$ cat config.mk
export PLATFORM = sky130hd
export DESIGN_NAME = barrier_row_classifier_unit
export DESIGN_NICKNAME = d
export VERILOG_FILES = /design/src/hdl/brc_pkg.sv /design/src/hdl/brc_mac.sv /design/src/hdl/brc_tracker.sv /design/src/hdl/barrier_row_classifier_unit.sv
export SDC_FILE = /design/constraint.sdc
export NUM_CORES = 2
export LEC_CHECK = 0
export BUFFER_PORTS_ARGS = -buffer_cell sky130_fd_sc_hd__clkbuf_2
export CORE_AREA = 2 2 445 447
export CTS_CLUSTER_SIZE = 14
export DETAILED_ROUTE_END_ITERATION = 8
export DIE_AREA = 0 0 447 449
export PLACE_DENSITY = 0.68
export SLEW_MARGIN = 20
export SYNTH_ARGS = -nofsm -noshare
export SYNTH_HDL_FRONTEND = slang
export SYNTH_SLANG_ARGS = --single-unit
$ cat constraint.sdc
create_clock -name clk -period 11.9 [get_ports clk]
set_clock_uncertainty 0.1 [all_clocks]
set_input_delay 2.38 -clock clk [delete_from_list [all_inputs] [get_ports clk]]
set_output_delay 2.38 -clock clk [all_outputs]
set_load 0.02 [all_outputs]
$ cat src/hdl/brc_pkg.sv
// Shared types and constants of the barrier row classifier.
// Depends on nothing; every other file of the block imports it.
`default_nettype none

package brc_pkg;

    // Item function codes
    typedef enum logic [1:0] {
        FUNC_JOINT  = 2'd0,
        FUNC_JAC    = 2'd1,
        FUNC_CLOSE  = 2'd2,
        FUNC_FINISH = 2'd3
    } brc_func_t;

    // Configuration register indexes
    localparam logic [1:0] CFG_RATE_SCALE = 2'd0;
    localparam logic [1:0] CFG_CORR_THR   = 2'd1;
    localparam logic [1:0] CFG_HELD_LIMIT = 2'd2;

    // Saturation limits
    localparam logic [47:0] RATE_MAX  = 48'h7FFF_FFFF_FFFF;
    localparam logic [63:0] INT64_MAX = 64'h7FFF_FFFF_FFFF_FFFF;
    localparam logic [63:0] INT64_MIN = 64'h8000_0000_0000_0000;
    localparam logic [31:0] INT32_MAX = 32'h7FFF_FFFF;
    localparam logic [31:0] INT32_MIN = 32'h8000_0000;

    // Sequencer states
    typedef enum logic [2:0] {
        ST_IDLE,
        ST_PREP,
        ST_MUL,
        ST_DRAIN,
        ST_APPLY,
        ST_CLOSE,
        ST_EMIT_L,
        ST_EMIT_R
    } brc_state_t;

    // Alignment of a partial product before it joins the accumulator
    typedef enum logic [1:0] {
        SHIFT_RIGHT16,
        SHIFT_NONE,
        SHIFT_LEFT16
    } brc_shift_t;

    typedef struct packed {
        logic       clear;
        logic       mul_en;
        logic       acc_en;
        brc_shift_t shift;
    } brc_mac_ctrl_t;

    typedef struct packed {
        brc_mac_ctrl_t mac;
        logic          ld_prep;
        logic          apply_joint;
        logic          apply_jac;
        logic          close_row;
        logic          emit_l;
        logic          emit_r;
    } brc_seq_t;

    typedef struct packed {
        logic close;
        logic viol;
        logic clear;
    } brc_trk_ctrl_t;

    // Row presented to a tracker at close
    typedef struct packed {
        logic [31:0] headroom;
        logic [2:0]  klass;
        logic [15:0] pair;
    } brc_row_t;

    // Tracked row of one arm
    typedef struct packed {
        logic        valid;
        logic [31:0] headroom;
        logic [2:0]  klass;
        logic [15:0] pair;
    } brc_entry_t;

    // One arm's result item
    typedef struct packed {
        logic        has_row;
        logic        braking;
        logic        held;
        logic [7:0]  count;
        logic [31:0] headroom;
        logic [15:0] pair;
        logic [2:0]  klass;
    } brc_res_t;

endpackage

`default_nettype wire

$ cat src/hdl/brc_mac.sv
// Shared 33x16 multiply-accumulate unit, one partial product per cycle.
// Depends on brc_pkg for the control struct and shift codes.
`default_nettype none

module brc_mac (
    input  wire logic                   clk,
    input  wire logic                   rst_n,
    input  wire brc_pkg::brc_mac_ctrl_t ctrl,
    input  wire logic [32:0]            mul_a,
    input  wire logic [15:0]            mul_b,
    output logic [63:0]                 acc
);
    import brc_pkg::*;

    logic [48:0] prod_reg;
    logic [48:0] prod_next;
    brc_shift_t  shift_reg;
    logic [63:0] acc_reg;
    logic [63:0] acc_next;
    logic [63:0] addend;

    // Multiplier, registered before the add
    assign prod_next = {16'd0, mul_a} * {33'd0, mul_b};

    always_ff @(posedge clk)
    begin
        if (ctrl.mul_en)
        begin
            prod_reg <= prod_next;
        end
    end

    always_ff @(posedge clk or negedge rst_n)
    begin
        if (!rst_n)
        begin
            shift_reg <= SHIFT_NONE;
            acc_reg   <= '0;
        end
        else
        begin
            if (ctrl.mul_en)
            begin
                shift_reg <= ctrl.shift;
            end
            acc_reg <= acc_next;
        end
    end

    // Align the product; the top slice never exceeds 15 bits, so bit 48 is zero there
    always_comb
    begin
        case (shift_reg)
            SHIFT_RIGHT16: addend = {31'd0, prod_reg[48:16]};
            SHIFT_NONE:    addend = {15'd0, prod_reg};
            SHIFT_LEFT16:  addend = {prod_reg[47:0], 16'd0};
            default:       addend = '0;
        endcase
    end

    // Accumulator
    always_comb
    begin
        if (ctrl.clear)
        begin
            acc_next = '0;
        end
        else if (ctrl.acc_en)
        begin
            acc_next = acc_reg + addend;
        end
        else
        begin
            acc_next = acc_reg;
        end
    end

    assign acc = acc_reg;

endmodule

`default_nettype wire

$ cat src/hdl/brc_tracker.sv
// Per-arm tracker: tightest row, tightest violated row, violation tally,
// and the result item built from them. Depends on brc_pkg.
`default_nettype none

module brc_tracker #(
    parameter int COUNT_WIDTH = 8
) (
    input  wire logic                   clk,
    input  wire logic                   rst_n,
    input  wire brc_pkg::brc_trk_ctrl_t ctrl,
    input  wire brc_pkg::brc_row_t      row,
    input  wire logic                   ok,
    input  wire logic [31:0]            corr,
    input  wire logic [31:0]            corr_thr,
    input  wire logic [31:0]            held_limit,
    output brc_pkg::brc_res_t           result
);
    import brc_pkg::*;

    localparam logic [COUNT_WIDTH-1:0] TALLY_MAX = {COUNT_WIDTH{1'b1}};

    brc_entry_t             eng_reg;
    brc_entry_t             eng_next;
    brc_entry_t             vio_reg;
    brc_entry_t             vio_next;
    logic [COUNT_WIDTH-1:0] tally_reg;
    logic [COUNT_WIDTH-1:0] tally_next;
    logic [COUNT_WIDTH+7:0] tally_ext;
    logic                   braking;
    logic                   has;
    brc_entry_t             shown;

    always_ff @(posedge clk or negedge rst_n)
    begin
        if (!rst_n)
        begin
            eng_reg   <= '0;
            vio_reg   <= '0;
            tally_reg <= '0;
        end
        else
        begin
            eng_reg   <= eng_next;
            vio_reg   <= vio_next;
            tally_reg <= tally_next;
        end
    end

    // Update on row close; strictly smaller headroom replaces, ties keep the first
    always_comb
    begin
        eng_next   = eng_reg;
        vio_next   = vio_reg;
        tally_next = tally_reg;
        if (ctrl.clear)
        begin
            eng_next   = '0;
            vio_next   = '0;
            tally_next = '0;
        end
        else if (ctrl.close)
        begin
            if (!eng_reg.valid || ($signed(row.headroom) < $signed(eng_reg.headroom)))
            begin
                eng_next = '{valid: 1'b1, headroom: row.headroom,
                             klass: row.klass, pair: row.pair};
            end
            if (ctrl.viol)
            begin
                if (tally_reg != TALLY_MAX)
                begin
                    tally_next = tally_reg + 1'b1;
                end
                if (!vio_reg.valid || ($signed(row.headroom) < $signed(vio_reg.headroom)))
                begin
                    vio_next = '{valid: 1'b1, headroom: row.headroom,
                                 klass: row.klass, pair: row.pair};
                end
            end
        end
    end

    // Result item
    assign tally_ext = {8'd0, tally_reg};
    assign braking   = ok && vio_reg.valid && ($signed(corr) > $signed(corr_thr));
    assign shown     = braking ? vio_reg : eng_reg;
    assign has       = ok && shown.valid;

    always_comb
    begin
        result.has_row  = has;
        result.braking  = braking;
        result.held     = braking && ($signed(vio_reg.headroom) <= $signed(held_limit));
        result.count    = ok ? tally_ext[7:0] : 8'd0;
        result.headroom = has ? shown.headroom : 32'd0;
        result.pair     = has ? shown.pair : 16'd0;
        result.klass    = has ? shown.klass : 3'd0;
    end

    // Checks
    a_vio_within_eng: assert property (@(posedge clk) disable iff (!rst_n)
        vio_reg.valid |-> (eng_reg.valid &&
                           ($signed(eng_reg.headroom) <= $signed(vio_reg.headroom))))
        else $error("violated row tracked without a tighter engaged row");

    a_tally_matches: assert property (@(posedge clk) disable iff (!rst_n)
        vio_reg.valid == (tally_reg != '0))
        else $error("violation tally out of step with violated row");

    a_clear_empties: assert property (@(posedge clk) disable iff (!rst_n)
        ctrl.clear |=> (!eng_reg.valid && !vio_reg.valid && (tally_reg == '0)))
        else $error("tracker not empty after clear");

endmodule

`default_nettype wire

$ cat src/hdl/barrier_row_classifier_unit.sv
// Joint and Jacobian items keep busy high through prepare, three passes of the
// shared 33x16 multiplier, drain and write back; close items through prepare and
// close; finish items through prepare and the left and right emit states, the
// left result strobed before the right. A new item is taken only while idle.
// Results cannot be stalled. Asynchronous reset clears config, joint rates,
// row accumulators and trackers. Depends on brc_pkg, brc_mac, brc_tracker.
`default_nettype none

module barrier_row_classifier_unit #(
    parameter int JOINTS_PER_ARM = 6,
    parameter int COUNT_WIDTH    = 8
) (
    input  wire logic        clk,
    input  wire logic        rst_n,
    // item channel
    input  wire logic        start,
    output logic             busy,
    input  wire logic [1:0]  func,
    input  wire logic [3:0]  column,
    input  wire logic [31:0] prev_angle,
    input  wire logic [31:0] req_angle,
    input  wire logic [31:0] jac_value,
    input  wire logic [31:0] dist_now,
    input  wire logic [31:0] dist_hard,
    input  wire logic [31:0] closing_slack,
    input  wire logic [2:0]  row_class,
    input  wire logic [15:0] pair_id,
    input  wire logic [31:0] left_correction,
    input  wire logic [31:0] right_correction,
    // configuration channel
    input  wire logic        cfg_valid,
    output logic             cfg_ready,
    input  wire logic [1:0]  cfg_index,
    input  wire logic [31:0] cfg_data,
    // result channel
    output logic             strobe,
    output logic             arm,
    output logic             has_row,
    output logic             braking,
    output logic             held,
    output logic [7:0]       violated_count,
    output logic [31:0]      headroom,
    output logic [15:0]      shown_pair,
    output logic [2:0]       shown_class,
    output logic             last
);
    import brc_pkg::*;

    localparam int         NCOLS     = 2 * JOINTS_PER_ARM;
    localparam int         IDXW      = $clog2(NCOLS);
    localparam logic [1:0] LAST_STEP = 2'd2;

    brc_state_t    state_reg;
    brc_state_t    state_next;
    logic [1:0]    step_reg;
    logic [1:0]    step_next;
    brc_seq_t      seq;
    logic          accept;

    // configuration
    logic [31:0]   rate_scale_reg;
    logic [31:0]   corr_thr_reg;
    logic [31:0]   held_limit_reg;

    // latched item
    brc_func_t     func_reg;
    logic [3:0]    col_reg;
    logic [32:0]   op_reg;
    logic [32:0]   op_next;
    logic [31:0]   slack_reg;
    logic [2:0]    klass_reg;
    logic [15:0]   pair_reg;
    logic [31:0]   lcorr_reg;
    logic [31:0]   rcorr_reg;

    // prepared operands
    logic [32:0]   a_reg;
    logic [47:0]   b_reg;
    logic          neg_reg;
    logic [31:0]   h_reg;
    logic          viol_reg;
    logic          op_neg;
    logic [32:0]   op_mag;
    logic [47:0]   jr_sel;
    logic [47:0]   jr_mag;
    logic [64:0]   slack_sum;

    // state
    logic [47:0]   joint_rate_reg [NCOLS];
    logic [63:0]   row_dot_reg;
    logic [1:0]    arm_nz_reg;

    // multiply-accumulate
    logic [15:0]   mul_b;
    logic [63:0]   acc;
    logic [47:0]   rate_mag;
    logic [47:0]   rate_new;
    logic [64:0]   dot_sum;
    logic [63:0]   dot_new;

    logic [IDXW-1:0] col_idx;
    logic          col_ok;
    logic          arm_sel;
    logic          row_keep;

    brc_trk_ctrl_t trk_ctrl_l;
    brc_trk_ctrl_t trk_ctrl_r;
    brc_row_t      trk_row;
    brc_res_t      res_l;
    brc_res_t      res_r;

    logic          strobe_reg;
    logic          arm_reg;
    logic          last_reg;
    brc_res_t      res_reg;

    assign accept    = start && (state_reg == ST_IDLE);
    assign busy      = (state_reg != ST_IDLE);
    assign cfg_ready = 1'b1;
    assign col_idx   = col_reg[IDXW-1:0];
    assign col_ok    = ({1'b0, col_reg} < 5'(NCOLS));
    assign arm_sel   = ({1'b0, col_reg} >= 5'(JOINTS_PER_ARM));

    // Configuration writes
    always_ff @(posedge clk or negedge rst_n)
    begin
        if (!rst_n)
        begin
            rate_scale_reg <= '0;
            corr_thr_reg   <= '0;
            held_limit_reg <= '0;
        end
        else if (cfg_valid && cfg_ready)
        begin
            unique case (cfg_index)
                CFG_RATE_SCALE: rate_scale_reg <= cfg_data;
                CFG_CORR_THR:   corr_thr_reg   <= cfg_data;
                CFG_HELD_LIMIT: held_limit_reg <= cfg_data;
                default:        ;
            endcase
        end
    end

    // Sequencer registers
    always_ff @(posedge clk or negedge rst_n)
    begin
        if (!rst_n)
        begin
            state_reg <= ST_IDLE;
            step_reg  <= '0;
            func_reg  <= FUNC_JOINT;
        end
        else
        begin
            state_reg <= state_next;
            step_reg  <= step_next;
            if (accept)
            begin
                func_reg <= brc_func_t'(func);
            end
        end
    end

    assign step_next = (state_reg == ST_MUL) ? step_reg + 2'd1 : 2'd0;

    // Next state
    always_comb
    begin
        state_next = state_reg;
        unique case (state_reg)
            ST_IDLE:
            begin
                if (start)
                begin
                    state_next = ST_PREP;
                end
            end
            ST_PREP:
            begin
                unique case (func_reg)
                    FUNC_JOINT, FUNC_JAC: state_next = col_ok ? ST_MUL : ST_IDLE;
                    FUNC_CLOSE:           state_next = ST_CLOSE;
                    FUNC_FINISH:          state_next = ST_EMIT_L;
                    default:              state_next = ST_IDLE;
                endcase
            end
            ST_MUL:
            begin
                if (step_reg == LAST_STEP)
                begin
                    state_next = ST_DRAIN;
                end
            end
            ST_DRAIN:  state_next = ST_APPLY;
            ST_APPLY:  state_next = ST_IDLE;
            ST_CLOSE:  state_next = ST_IDLE;
            ST_EMIT_L: state_next = ST_EMIT_R;
            ST_EMIT_R: state_next = ST_IDLE;
            default:   state_next = ST_IDLE;
        endcase
    end

    // Sequencer outputs
    always_comb
    begin
        seq = '0;
        seq.mac.shift = SHIFT_NONE;
        unique case (state_reg)
            ST_IDLE:   ;
            ST_PREP:
            begin
                seq.ld_prep   = 1'b1;
                seq.mac.clear = 1'b1;
            end
            ST_MUL:
            begin
                seq.mac.mul_en = 1'b1;
                seq.mac.acc_en = (step_reg != 2'd0);
                case (step_reg)
                    2'd0:    seq.mac.shift = SHIFT_RIGHT16;
                    2'd1:    seq.mac.shift = SHIFT_NONE;
                    default: seq.mac.shift = SHIFT_LEFT16;
                endcase
            end
            ST_DRAIN:  seq.mac.acc_en = 1'b1;
            ST_APPLY:
            begin
                seq.apply_joint = (func_reg == FUNC_JOINT);
                seq.apply_jac   = (func_reg == FUNC_JAC);
            end
            ST_CLOSE:  seq.close_row = 1'b1;
            ST_EMIT_L: seq.emit_l    = 1'b1;
            ST_EMIT_R: seq.emit_r    = 1'b1;
            default:   ;
        endcase
    end

    // Item latch: a signed difference, the sign-extended Jacobian value, or zero
    always_comb
    begin
        unique case (brc_func_t'(func))
            FUNC_JOINT:  op_next = {req_angle[31], req_angle} - {prev_angle[31], prev_angle};
            FUNC_JAC:    op_next = {jac_value[31], jac_value};
            FUNC_CLOSE:  op_next = {dist_now[31], dist_now} - {dist_hard[31], dist_hard};
            default:     op_next = '0;
        endcase
    end

    always_ff @(posedge clk)
    begin
        if (accept)
        begin
            col_reg   <= column;
            op_reg    <= op_next;
            slack_reg <= closing_slack;
            klass_reg <= row_class;
            pair_reg  <= pair_id;
            lcorr_reg <= left_correction;
            rcorr_reg <= right_correction;
        end
    end

    // Operand preparation: magnitudes, product sign, headroom and violation test
    assign op_neg    = op_reg[32];
    assign op_mag    = op_neg ? (33'd0 - op_reg) : op_reg;
    assign jr_sel    = joint_rate_reg[col_idx];
    assign jr_mag    = jr_sel[47] ? (48'd0 - jr_sel) : jr_sel;
    assign slack_sum = {row_dot_reg[63], row_dot_reg}
                     + {{33{slack_reg[31]}}, slack_reg};

    always_ff @(posedge clk)
    begin
        if (seq.ld_prep)
        begin
            a_reg <= op_mag;
            if (func_reg == FUNC_JOINT)
            begin
                b_reg   <= {16'd0, rate_scale_reg};
                neg_reg <= op_neg;
            end
            else
            begin
                b_reg   <= jr_mag;
                neg_reg <= op_neg ^ jr_sel[47];
            end
            if (op_reg[32] != op_reg[31])
            begin
                h_reg <= op_reg[32] ? INT32_MIN : INT32_MAX;
            end
            else
            begin
                h_reg <= op_reg[31:0];
            end
            viol_reg <= slack_sum[64];
        end
    end

    // Multiplier operand slice for this pass
    always_comb
    begin
        case (step_reg)
            2'd0:    mul_b = b_reg[15:0];
            2'd1:    mul_b = b_reg[31:16];
            default: mul_b = b_reg[47:32];
        endcase
    end

    brc_mac u_mac (
        .clk   (clk),
        .rst_n (rst_n),
        .ctrl  (seq.mac),
        .mul_a (a_reg),
        .mul_b (mul_b),
        .acc   (acc)
    );

    // Write-back values
    assign rate_mag = (|acc[63:47]) ? RATE_MAX : {1'b0, acc[46:0]};
    assign rate_new = neg_reg ? (48'd0 - rate_mag) : rate_mag;
    assign dot_sum  = neg_reg ? ({row_dot_reg[63], row_dot_reg} - {1'b0, acc})
                              : ({row_dot_reg[63], row_dot_reg} + {1'b0, acc});
    assign dot_new  = (dot_sum[64] != dot_sum[63])
                    ? (dot_sum[64] ? INT64_MIN : INT64_MAX) : dot_sum[63:0];

    // Joint rates and row accumulators
    always_ff @(posedge clk or negedge rst_n)
    begin
        if (!rst_n)
        begin
            for (int i = 0; i < NCOLS; i++)
            begin
                joint_rate_reg[i] <= '0;
            end
            row_dot_reg <= '0;
            arm_nz_reg  <= '0;
        end
        else
        begin
            if (seq.apply_joint)
            begin
                joint_rate_reg[col_idx] <= rate_new;
            end
            if (seq.apply_jac)
            begin
                row_dot_reg <= dot_new;
                if (op_reg != 33'd0)
                begin
                    arm_nz_reg[arm_sel] <= 1'b1;
                end
            end
            if (seq.close_row)
            begin
                row_dot_reg <= '0;
                arm_nz_reg  <= '0;
            end
        end
    end

    // Trackers, one per arm; class zero rows are skipped
    assign row_keep = (klass_reg != 3'd0);
    assign trk_row  = '{headroom: h_reg, klass: klass_reg, pair: pair_reg};

    always_comb
    begin
        trk_ctrl_l.close = seq.close_row && row_keep && arm_nz_reg[0];
        trk_ctrl_l.viol  = viol_reg;
        trk_ctrl_l.clear = seq.emit_l;
        trk_ctrl_r.close = seq.close_row && row_keep && arm_nz_reg[1];
        trk_ctrl_r.viol  = viol_reg;
        trk_ctrl_r.clear = seq.emit_r;
    end

    brc_tracker #(
        .COUNT_WIDTH (COUNT_WIDTH)
    ) u_trk_left (
        .clk        (clk),
        .rst_n      (rst_n),
        .ctrl       (trk_ctrl_l),
        .row        (trk_row),
        .ok         (rate_scale_reg != 32'd0),
        .corr       (lcorr_reg),
        .corr_thr   (corr_thr_reg),
        .held_limit (held_limit_reg),
        .result     (res_l)
    );

    brc_tracker #(
        .COUNT_WIDTH (COUNT_WIDTH)
    ) u_trk_right (
        .clk        (clk),
        .rst_n      (rst_n),
        .ctrl       (trk_ctrl_r),
        .row        (trk_row),
        .ok         (rate_scale_reg != 32'd0),
        .corr       (rcorr_reg),
        .corr_thr   (corr_thr_reg),
        .held_limit (held_limit_reg),
        .result     (res_r)
    );

    // Result register
    always_ff @(posedge clk or negedge rst_n)
    begin
        if (!rst_n)
        begin
            strobe_reg <= 1'b0;
        end
        else
        begin
            strobe_reg <= seq.emit_l || seq.emit_r;
        end
    end

    always_ff @(posedge clk)
    begin
        if (seq.emit_l)
        begin
            res_reg  <= res_l;
            arm_reg  <= 1'b0;
            last_reg <= 1'b0;
        end
        else if (seq.emit_r)
        begin
            res_reg  <= res_r;
            arm_reg  <= 1'b1;
            last_reg <= 1'b1;
        end
    end

    assign strobe         = strobe_reg;
    assign arm            = arm_reg;
    assign has_row        = res_reg.has_row;
    assign braking        = res_reg.braking;
    assign held           = res_reg.held;
    assign violated_count = res_reg.count;
    assign headroom       = res_reg.headroom;
    assign shown_pair     = res_reg.pair;
    assign shown_class    = res_reg.klass;
    assign last           = last_reg;

    // Checks
    a_strobe_from_emit: assert property (@(posedge clk) disable iff (!rst_n)
        strobe_reg |-> $past(state_reg == ST_EMIT_L || state_reg == ST_EMIT_R))
        else $error("result strobe without an emit state");

    a_right_follows_left: assert property (@(posedge clk) disable iff (!rst_n)
        (strobe_reg && last_reg) |-> $past(strobe_reg && !last_reg))
        else $error("right arm result not preceded by left arm result");

    a_mul_passes: assert property (@(posedge clk) disable iff (!rst_n)
        (state_reg == ST_MUL && step_reg == LAST_STEP) |=> (state_reg == ST_DRAIN))
        else $error("multiplier pass count wrong");

endmodule

`default_nettype wire
==> results_dict.tcl <==
set metrics [dict create \
    finalSetupTns_ns 0 \
    max_slew_margin 0.194 \
    dieWidth_um 447 \
    largest_reg_flops 576 \
    hp-start "joint_rate_reg[209]" \
    synthFlopType "dfrtp_1" \
    finalCritPeriodShare 0.785 \
    clock_path_buffers 3 \
    antenna_found_initial 11 \
    post-route-min-period_ns 9.34 \
    drv_cap 0 \
    cp.required_ns 12.42 \
    nets 11800 \
    cts_setup_buffers 0 \
    fillers 17200 \
    drtAntennaViolNets 0 \
    vias 80400 \
    wl_mm 308 \
    design.die.area_mm2 0.201 \
    cts.sinks 1415 \
    synth_seq_cells 1415 \
    dpl.hpwl_mm 217 \
    hold_viol_final 0 \
    yosysTopAreaCell "dfrtp_1" \
    synth-edff-count 378 \
    grt_overflow 0 \
    run_status "finished clean" \
    syn-cell-area_mm2 0.0996 \
    cp-start-kind "register" \
    rrSetupSlack_ns 2.56 \
    synth_top_area_share 0.260 \
    netlist_instances 10400 \
    worstMarginPinSlew_ns 1.20 \
    seq_area_frac_synth 0.374 \
    async_flop_share 0.732 \
    drive_gt1_frac 0.114 \
    drc_errors 0 \
    port_buffers 384 \
    cts.repair.resized 0 \
    synth_cell_types 107 \
    r2r-end "u_mac.prod_reg[47]" \
    gp_congestion 0.965 \
    rsz0062_at_grt "no" \
    clk_root_buffer_cell "clkbuf_16" \
    cts.reportedPaths.clkPinSlew_ns 0.06 \
    synth_commonest_cells "1489 x nand2_1, 1037 x o21ai_0, 1035 x dfrtp_1" \
    cts_tree "built" \
    clkLatencyLatePin_ns 0.84 \
    synth.yosys.warnings 0 \
    slew_violations 0 \
    reg2reg_from "step_reg[0]" \
    whs_ns 0.374 \
    hp-class "reg -> reg" \
    syn_nets 11800 \
    yosys-top-cells-area "dfrtp_1 26%, edfxtp_1 11%, fa_1 8.8%" \
    path_max_fanout 23 \
    wl_per_cell_um 23.3 \
    setup_viol 0 \
    fmax_mhz 107 \
    rows 163 \
    htreeDepth 4 \
    critPathKind "reg -> reg" \
    worstPathArrival_ns 9.87 \
    worstHoldPathCells 2 \
    grt_max_degree 178 \
    synth_most_common_cell "nand2_1" \
    cp-end-kind "register" \
    initial_utilization 0.508 \
    io_pins 386 \
    drt-pass1-iter-count 8 \
    first_global_vias 79700 \
    r2r.worst_path.cells 27 \
    ctsHoldBuffers 0 \
    core_mm2 0.196 \
    die_y_um 449 \
    hold-path-endpoint "joint_rate_reg[209]" \
    areaGrowthSynthToFinish_pct 9.51 \
    viasPerCell 6.08 \
    syn_avg_cell_area_um2 9.56 \
    grt_pass1_wl_mm 476 \
    track_usage 0.305 \
    drtIter0Drc 7582 \
    cts_buffers 156 \
]
==> cell usage in the layout (no fill, tap or decap), types with 68 or more instances in the layout <==
master	synthesis	final
and2_1	295	293
nor4_1	80	79
inv_1	865	864
fa_1	436	436
dfrtp_1	1035	1033
ha_1	639	639
nand2b_1	69	68
edfxtp_1	378	378
a22o_1	78	78
a31oi_1	88	88
o211ai_1	69	69
a21oi_1	426	425
clkbuf_16	0	159
nand4_1	154	154
a21o_1	278	278
nor2b_1	77	75
xor2_1	129	129
o21ai_0	1037	1033
nand2_1	1489	1476
nor2_1	408	402
buf_4	11	137
nand3_1	130	130
mux2_2	168	168
mux2i_1	174	173
clkbuf_2	5	383
or3_1	99	99
mux4_2	138	138
nor3_1	113	113
o22ai_1	83	81
xnor2_1	235	231
==> stage by stage <==
| step | setup WS (ns) | instances | util | instance area, um^2 |
|---|---|---|---|---|
| after floorplan | 1.99 | 10400 | - | 99600 |
| after global placement | 2.54 | 12900 | 0.528 | 104000 |
| after detailed placement | 2.40 | 12900 | 0.528 | 104000 |
| after CTS | 2.32 | 13200 | 0.556 | 109000 |
| after global routing | 1.99 | 13200 | 0.556 | 109000 |
| final | 2.56 | 13200 | 0.556 | 109000 |
==> how the worst max path moves through the flow <==
stage           startpoint                 end  slack, ns  depth (start not counted)
3_5_place_dp   step_reg[0]  u_mac.prod_reg[47]       2.40                         26
2_1_floorplan        start         func_reg[0]       1.99                          3
5_1_grt        step_reg[0]  u_mac.prod_reg[47]       1.99                         26
3_3_place_gp   step_reg[0]  u_mac.prod_reg[47]       2.54                         26
4_1_cts        step_reg[0]  u_mac.prod_reg[47]       2.32                         26
6_report       step_reg[0]  u_mac.prod_reg[47]       2.56                         27
==> critical path, stage by stage (launching register included) <==
cell and delay (ns):
dfrtp_1 0.37, inv_1 0.08, ha_1 0.43, nor2_1 0.17
buf_4 0.23, nand2_1 0.07, nand2_1 0.33, buf_4 0.39
nand2_1 0.13, fa_1 0.59, fa_1 0.43, fa_1 0.51
inv_1 0.05, fa_1 0.50, fa_1 0.58, inv_1 0.06
fa_1 0.53, inv_1 0.04, ha_1 0.33, or2_2 0.33
a311o_1 0.35, a31o_2 0.24, o21a_1 0.20, o311ai_0 0.72
nand2_1 0.24, a21oi_1 0.53, o21ai_0 0.28, a311oi_1 0.31
==> per-layer routing <==
| metal | global-route usage | wire (um) |
|---|---|---|
| met5 | 0 | 40 |
| met2 | 0.481 | 142000 |
| met1 | 0.416 | 127000 |
| met4 | 0.124 | 13300 |
| met3 | 0.0568 | 26000 |
==> cells by family (layout without fill, tap and decap cells) <==
family | after synthesis | count (layout) | share of synthesized area
compound gates | 2494 | 2494 | 0.153
xor+xnor | 366 | 366 | 0.0323
fa+ha+maj | 1078 | 1078 | 0.168
buf+inv | 1529 | 1684 | 0.0600
flops | 1415 | 1415 | 0.374
mux | 484 | 484 | 0.0687
other cells | 1 | 6 | 0.0000376
simple gates | 3051 | 3051 | 0.143
==> area by class of cell <==
type                    instances  area, um^2  area share
diodes                          5        12.5    0.000115
well taps                    2640        3300      0.0303
multi-input cells            7474       56700       0.520
clock inverters                68         868     0.00796
inverters                     866        3250      0.0298
clock buffers                 220        4500      0.0412
repair buffers                530        3110      0.0285
flip-flops and latches       1415       37300       0.342
Power is left out: the tool's default activity adds up to more than one toggle a clock period on the data nets, which glitch-free logic cannot reach.
